**config.mk**
```make
export PLATFORM = sky130hd
export DESIGN_NAME = rrs_state_ram
export DESIGN_NICKNAME = d
export VERILOG_FILES = /design/src/sv/rrs_pkg.sv /design/src/sv/rrs_state_ram.sv
export SDC_FILE = /design/constraint.sdc
export NUM_CORES = 1
export LEC_CHECK = 0
export BUFFER_PORTS_ARGS = -buffer_cell sky130_fd_sc_hd__buf_2
export CAP_MARGIN = 0
export CORE_MARGIN = 10
export CORE_UTILIZATION = 54
export DETAILED_ROUTE_END_ITERATION = 16
export HOLD_SLACK_MARGIN = 0.02
export PLACE_DENSITY = 0.85
export SETUP_SLACK_MARGIN = 0.05
export SLEW_MARGIN = 20
export SYNTH_ARGS = -nofsm -noshare
export SYNTH_HDL_FRONTEND = slang
export SYNTH_SLANG_ARGS = --single-unit
```
**constraint.sdc**
```tcl
create_clock -name clk -period 2.85 [get_ports clk]
set_input_delay 0.1425 -clock clk [delete_from_list [all_inputs] [get_ports clk]]
set_output_delay 0.1425 -clock clk [all_outputs]
set_load 0.1 [all_outputs]
```
**src/sv/rrs_pkg.sv**
```systemverilog
// Shared types, codes and tables for the Rijndael round step unit.
package rrs_pkg;

  localparam int MaxBlockBytes = 32;
  localparam int MaxWords      = MaxBlockBytes / 4;
  localparam int WordAddrW     = $clog2(MaxWords);
  localparam int StateW        = MaxBlockBytes * 8;

  typedef enum logic [2:0] {
    FN_LOAD  = 3'd0,
    FN_SUB   = 3'd1,
    FN_SHIFT = 3'd2,
    FN_MIX   = 3'd3,
    FN_KEY   = 3'd4,
    FN_READ  = 3'd5
  } func_t;

  typedef enum logic [2:0] {
    ST_IDLE,
    ST_WRD,
    ST_WMOD,
    ST_GATH,
    ST_XFORM,
    ST_SCAT,
    ST_FIN
  } state_t;

  localparam logic [0:0] REG_COLUMNS = 1'b0;
  localparam logic [0:0] REG_INVERSE = 1'b1;

  localparam logic [7:0] FWD_SBOX [256] = '{
    8'h63,8'h7c,8'h77,8'h7b,8'hf2,8'h6b,8'h6f,8'hc5,8'h30,8'h01,8'h67,8'h2b,8'hfe,8'hd7,8'hab,8'h76,
    8'hca,8'h82,8'hc9,8'h7d,8'hfa,8'h59,8'h47,8'hf0,8'had,8'hd4,8'ha2,8'haf,8'h9c,8'ha4,8'h72,8'hc0,
    8'hb7,8'hfd,8'h93,8'h26,8'h36,8'h3f,8'hf7,8'hcc,8'h34,8'ha5,8'he5,8'hf1,8'h71,8'hd8,8'h31,8'h15,
    8'h04,8'hc7,8'h23,8'hc3,8'h18,8'h96,8'h05,8'h9a,8'h07,8'h12,8'h80,8'he2,8'heb,8'h27,8'hb2,8'h75,
    8'h09,8'h83,8'h2c,8'h1a,8'h1b,8'h6e,8'h5a,8'ha0,8'h52,8'h3b,8'hd6,8'hb3,8'h29,8'he3,8'h2f,8'h84,
    8'h53,8'hd1,8'h00,8'hed,8'h20,8'hfc,8'hb1,8'h5b,8'h6a,8'hcb,8'hbe,8'h39,8'h4a,8'h4c,8'h58,8'hcf,
    8'hd0,8'hef,8'haa,8'hfb,8'h43,8'h4d,8'h33,8'h85,8'h45,8'hf9,8'h02,8'h7f,8'h50,8'h3c,8'h9f,8'ha8,
    8'h51,8'ha3,8'h40,8'h8f,8'h92,8'h9d,8'h38,8'hf5,8'hbc,8'hb6,8'hda,8'h21,8'h10,8'hff,8'hf3,8'hd2,
    8'hcd,8'h0c,8'h13,8'hec,8'h5f,8'h97,8'h44,8'h17,8'hc4,8'ha7,8'h7e,8'h3d,8'h64,8'h5d,8'h19,8'h73,
    8'h60,8'h81,8'h4f,8'hdc,8'h22,8'h2a,8'h90,8'h88,8'h46,8'hee,8'hb8,8'h14,8'hde,8'h5e,8'h0b,8'hdb,
    8'he0,8'h32,8'h3a,8'h0a,8'h49,8'h06,8'h24,8'h5c,8'hc2,8'hd3,8'hac,8'h62,8'h91,8'h95,8'he4,8'h79,
    8'he7,8'hc8,8'h37,8'h6d,8'h8d,8'hd5,8'h4e,8'ha9,8'h6c,8'h56,8'hf4,8'hea,8'h65,8'h7a,8'hae,8'h08,
    8'hba,8'h78,8'h25,8'h2e,8'h1c,8'ha6,8'hb4,8'hc6,8'he8,8'hdd,8'h74,8'h1f,8'h4b,8'hbd,8'h8b,8'h8a,
    8'h70,8'h3e,8'hb5,8'h66,8'h48,8'h03,8'hf6,8'h0e,8'h61,8'h35,8'h57,8'hb9,8'h86,8'hc1,8'h1d,8'h9e,
    8'he1,8'hf8,8'h98,8'h11,8'h69,8'hd9,8'h8e,8'h94,8'h9b,8'h1e,8'h87,8'he9,8'hce,8'h55,8'h28,8'hdf,
    8'h8c,8'ha1,8'h89,8'h0d,8'hbf,8'he6,8'h42,8'h68,8'h41,8'h99,8'h2d,8'h0f,8'hb0,8'h54,8'hbb,8'h16
  };

  localparam logic [7:0] INV_SBOX [256] = '{
    8'h52,8'h09,8'h6a,8'hd5,8'h30,8'h36,8'ha5,8'h38,8'hbf,8'h40,8'ha3,8'h9e,8'h81,8'hf3,8'hd7,8'hfb,
    8'h7c,8'he3,8'h39,8'h82,8'h9b,8'h2f,8'hff,8'h87,8'h34,8'h8e,8'h43,8'h44,8'hc4,8'hde,8'he9,8'hcb,
    8'h54,8'h7b,8'h94,8'h32,8'ha6,8'hc2,8'h23,8'h3d,8'hee,8'h4c,8'h95,8'h0b,8'h42,8'hfa,8'hc3,8'h4e,
    8'h08,8'h2e,8'ha1,8'h66,8'h28,8'hd9,8'h24,8'hb2,8'h76,8'h5b,8'ha2,8'h49,8'h6d,8'h8b,8'hd1,8'h25,
    8'h72,8'hf8,8'hf6,8'h64,8'h86,8'h68,8'h98,8'h16,8'hd4,8'ha4,8'h5c,8'hcc,8'h5d,8'h65,8'hb6,8'h92,
    8'h6c,8'h70,8'h48,8'h50,8'hfd,8'hed,8'hb9,8'hda,8'h5e,8'h15,8'h46,8'h57,8'ha7,8'h8d,8'h9d,8'h84,
    8'h90,8'hd8,8'hab,8'h00,8'h8c,8'hbc,8'hd3,8'h0a,8'hf7,8'he4,8'h58,8'h05,8'hb8,8'hb3,8'h45,8'h06,
    8'hd0,8'h2c,8'h1e,8'h8f,8'hca,8'h3f,8'h0f,8'h02,8'hc1,8'haf,8'hbd,8'h03,8'h01,8'h13,8'h8a,8'h6b,
    8'h3a,8'h91,8'h11,8'h41,8'h4f,8'h67,8'hdc,8'hea,8'h97,8'hf2,8'hcf,8'hce,8'hf0,8'hb4,8'he6,8'h73,
    8'h96,8'hac,8'h74,8'h22,8'he7,8'had,8'h35,8'h85,8'he2,8'hf9,8'h37,8'he8,8'h1c,8'h75,8'hdf,8'h6e,
    8'h47,8'hf1,8'h1a,8'h71,8'h1d,8'h29,8'hc5,8'h89,8'h6f,8'hb7,8'h62,8'h0e,8'haa,8'h18,8'hbe,8'h1b,
    8'hfc,8'h56,8'h3e,8'h4b,8'hc6,8'hd2,8'h79,8'h20,8'h9a,8'hdb,8'hc0,8'hfe,8'h78,8'hcd,8'h5a,8'hf4,
    8'h1f,8'hdd,8'ha8,8'h33,8'h88,8'h07,8'hc7,8'h31,8'hb1,8'h12,8'h10,8'h59,8'h27,8'h80,8'hec,8'h5f,
    8'h60,8'h51,8'h7f,8'ha9,8'h19,8'hb5,8'h4a,8'h0d,8'h2d,8'he5,8'h7a,8'h9f,8'h93,8'hc9,8'h9c,8'hef,
    8'ha0,8'he0,8'h3b,8'h4d,8'hae,8'h2a,8'hf5,8'hb0,8'hc8,8'heb,8'hbb,8'h3c,8'h83,8'h53,8'h99,8'h61,
    8'h17,8'h2b,8'h04,8'h7e,8'hba,8'h77,8'hd6,8'h26,8'he1,8'h69,8'h14,8'h63,8'h55,8'h21,8'h0c,8'h7d
  };

  // Multiply by x modulo the Rijndael polynomial 0x11B.
  function automatic logic [7:0] xtime(input logic [7:0] a);
    xtime = {a[6:0], 1'b0} ^ (a[7] ? 8'h1b : 8'h00);
  endfunction

endpackage

```
**src/sv/rrs_state_ram.sv**
```systemverilog
// Eight-word state memory with registered read and reset-cleared valid bits.
module rrs_state_ram (
  input  logic                          clk,
  input  logic                          rst_n,
  input  logic                          we,
  input  logic [rrs_pkg::WordAddrW-1:0] waddr,
  input  logic [31:0]                   wdata,
  input  logic [rrs_pkg::WordAddrW-1:0] raddr,
  output logic [31:0]                   rdata
);

  logic [31:0]                  mem [rrs_pkg::MaxWords];
  logic [rrs_pkg::MaxWords-1:0] vld_r;
  logic [31:0]                  rd_r;
  logic                         rd_vld_r;

  always_ff @(posedge clk) begin
    if (we) begin
      mem[waddr] <= wdata;
    end
    rd_r <= mem[raddr];
  end

  // Entries never written since reset read as zero.
  always_ff @(posedge clk) begin
    if (!rst_n) begin
      vld_r    <= '0;
      rd_vld_r <= 1'b0;
    end else begin
      rd_vld_r <= vld_r[raddr];
      if (we) begin
        vld_r[waddr] <= 1'b1;
      end
    end
  end

  assign rdata = rd_vld_r ? rd_r : 32'h0;

endmodule

```
== Yosys cells after proc, flatten, opt, wreduce, memory -nomap -nowiden ==
Memory sizes are Yosys's and may differ from the RTL's. A register that Yosys moved wholly into a read port is not among the register bits.
Cells that the tools add are included.
Word-level totals
  memories kept: 1
  register bits after elaboration: 9
  word-level logic and storage cells: 15
  bits in writable memories: 256
  input port bits: 41
  output and inout bits: 32
Cells by class
  reduce and logical (&&, ||, !) cells: 1
  $lt $le $gt $ge: 3
  muxes and demuxes: 7
  bitwise operators: 1
Memory list
  mem: depth 8, width 32, rd ports 1, clocked after memory_dff 1, wr ports 1, line rrs_state_ram.sv:12  | logic [31:0] mem [rrs_pkg::MaxWords];
Operators with widths (count)
  $mux W32: 1
  $lt A3 B4 Y1 const B: 2
  $or A8 B8 Y8: 1
  $mux W1: 4
  $bmux W1 S3: 1
  $demux W1 S3: 1
  $ge A3 B1 Y1 const B: 1
  $logic_and A1 B1 Y1: 1

== Depth between registers and ports, before layout ==
  depth after elaboration: 5
  depth in mapped cells: 5
  mapped depth without buffers: 3

== Worst setup path after synthesis ==
Ideal clock, no wire load.
  kind: input to register
  start: input waddr[2] (netlist bit)
  end: memory mem[0][0] (enable)
  data arrival time: 2579 ps
  data required time: 2386 ps
  buffers on the path: 0
  slack: -192 ps
  cell stages on the path: 2
  library setup time: 464 ps
  cells stage by stage: nand2b_1 -> nor3_1
RTL lines
  start, declared: line rrs_state_ram.sv:6  | input logic [rrs_pkg::WordAddrW-1:0] waddr,
  end, declared: line rrs_state_ram.sv:12
Straight into the memory's write port.

== Worst setup path in the final report ==
  start: register rd_vld_r
  end: output rdata[14]
Between the ends
  word-level cells in the longest chain between the ends: 1
RTL lines
  start, declared: line rrs_state_ram.sv:15  | logic rd_vld_r;
  start signal, assigned: line rrs_state_ram.sv:30  | rd_vld_r <= vld_r[raddr];
  $mux W32: line rrs_state_ram.sv:37  | assign rdata = rd_vld_r ? rd_r : 32'h0;
  end, declared: line rrs_state_ram.sv:9  | output logic [31:0] rdata
No other way between the ends.

==> results.yml <==
grt:
  use_met2_pct: 29.94
  grt_max_degree: 67
  antenna_found_initial: 1
  grtUsageMet1_pct: 19.16
  grt_pass1_vias: 5599
  gr-total-overflow: 0
  grt_pass1_wl_um: 32880
  grt_usage_pct: 16.37
  grt-busiest-layer: "met2"
  use_met3_pct: 3.305
die:
  die-area_sq_um: 26110
  start_util_pct: 55.26
  fp.dieW_um: 161.6
  num_rows: 51
  core_area_sq_um: 19590
  die_h_um: 161.6
  ioPinCount: 73
timing:
  tns_ns: 0
  worst_pin_slew_ns: 0.7188
  final-setup-viol-count: 0
  skew_ns: 0.01516
  fmax_mhz: 438.9
  max_slew_margin_pct: 52.01
  rsz0062_at_grt: "no"
  fin_crit_sh_pct: 79.94
  fin_crit_ns: 2.278
  hold_viol: 0
  final_max_slew_viol_count: 0
pwr:
  vdd_ir_drop_max_mv: 0.5302
  power_density_nw_per_um2: 723.5
  p_leak_nw: 4.399
  design_power_total_mw: 9.332
clock_tree:
  cts_tree: "built"
  cts_resized: 0
  clkTransAtPathRegs_ns: 0.06
  clk_latency_ns: 0.54
  cts-root-buf: "clkbuf_16"
  cts_sinks: 297
  htreeDepth: 1
  numCtsBuffers: 29
  ctsLongestPathBuffers: 3
outcome:
  outcome: "finished, final reports clean"
setup_path:
  endpoint_kind: "output pin"
  startpoint: "rd_vld_r"
  worst-path-stages: 3
  arrival_ns: 2.14
  start_kind: "flip-flop"
  crit_chain: "buf_12, and2_1, buf_2"
  reg2reg_setup_slack_ns: 1.57
  cp_data_required_time_ns: 2.71
  worst-path-max-fanout: 19
  cpPeakStageDelay_ns: 0.78
  cp_top_family: "flip-flops"
  cp_slowest_cell: "dfxtp_1"
  rr_worst_depth: 2
  r2r_start: "mem[7][23]"
  crit_buf_inv: 2
  critPathKind: "reg -> out"
final_layout:
  final_common_cell: "edfxtp_1"
  nNetsFinal: 648
  final_cell_mix: "edfxtp_1, buf_2, mux4_2"
  syn2layout_area_growth_pct: 19.15
  drive_above_1_share_pct: 37.46
hold_path:
  hp-start: "raddr[2]"
  worstHoldPathType: "in -> reg"
  min_path_cells: 2
routing:
  antenna_left: 0
  drtIter0Drc: 342
  drt-total-wl_um: 21140
  num_vias: 4975
  vias_per_cell: 5.552
  drt-pass1-iter-count: 4
  drc: 0
  routedWlPerCell_um: 23.60
synth:
  avgSynthCellArea_sq_um: 22.79
  yosysWarningCount: 0
  synth_seq_cells: 297
  syn_inst: 475
  synth_nets: 516
  ys_seq_area_share_pct: 78.59
  mappedNetlistArea_sq_um: 10830
  synth_cell_type_count: 17
placed_design:
  dp_hpwl_um: 12020
  port_buffers: 72
  routabilityCongestion: 0.7099
run:
  maxCapViolations: 0
[worst register-to-register path, delay by kind of cell (launching register included)]
kind	cells	cell delay, ns
DFF	1	0.39
muxes	2	0.77
[layout make-up]
type	count	area (sq um)
Tap cell	265	331.6
Clock inverter	14	147.6
Fill cell	1248	6691
Timing Repair Buffer	123	855.8
Sequential cell	297	8508
Antenna cell	1	2.502
Inverter	1	3.754
Clock buffer	40	797.0
Multi-Input combinational cell	155	2252
[synth_stat cells]
master    number  area, sq um
buf_6          5        56.30
inv_1          1        3.750
nand2_1        2        7.510
mux2i_1        1        10.01
mux2_2        33        371.6
nand2b_1       3        18.77
buf_2          7        35.03
mux4_2        65         1464
and2_1        32        200.2
edfxtp_1     256         7687
dfxtp_1       41        820.8
clkbuf_1      10        37.54
nor2_1         7        26.28
o31ai_1        1        7.510
a311oi_1       1        8.760
nor3_1         2        10.01
o21a_1         8        60.06
[metal layers]
metal	vias up	wire length, um
li1	2212	-
met1	2584	7864
met2	137	11660
met3	42	1130
met4	0	492
met5	-	0
[power breakdown]
group          switching (mW)  internal (mW)  leakage [nW]  total, mW
combinational           0.390          0.251          1.27      0.641
clock                    1.52           2.22         0.457       3.74
sequential             0.0531           4.90          2.67       4.95
total                    1.96           7.37          4.40       9.33
[cell families (layout without fill, tap and decap cells)]
logic type / after synthesis / in the layout / share of synthesized area [%]
mux: 99 / 99 / 17.05
flops: 297 / 297 / 78.59
compound gates: 10 / 10 / 0.7051
buf+inv: 23 / 178 / 1.225
simple gates: 46 / 46 / 2.427
other cells: 0 / 1 / 0
[sequential cells by signal, indices dropped and copies added (netlist names)]
signal and flops:
mem 256, vld_r 8, rd_r 32, rd_vld_r 1
[what timing repair did]
item,4_1_cts,5_1_grt
hold buffers,33,0
endpoints found under the hold margin,265,0
setup buffers,0,0
[path summary, 6_finish.rpt]
kind,to
worst min-delay path,rd_r[17]
worst max register to register,rd_r[23]
worst max-delay path,rdata[14]
worst min register to register,vld_r[7]
[metrics by stage]
step,instances,util (%),area [sq um],worst slack (ns),hold WS (ns)
floorplan,475,-,10840,0.6851,0.2414
global placement,808,59.32,11620,1.072,0.3950
detailed placement,808,59.32,11620,1.002,0.4137
CTS,895,65.83,12900,0.5482,0.1885
global route,895,65.83,12900,0.4782,0.2042
finish,896,65.84,12900,0.5717,0.1910
No activity file was read; power rests on OpenSTA's default activity.
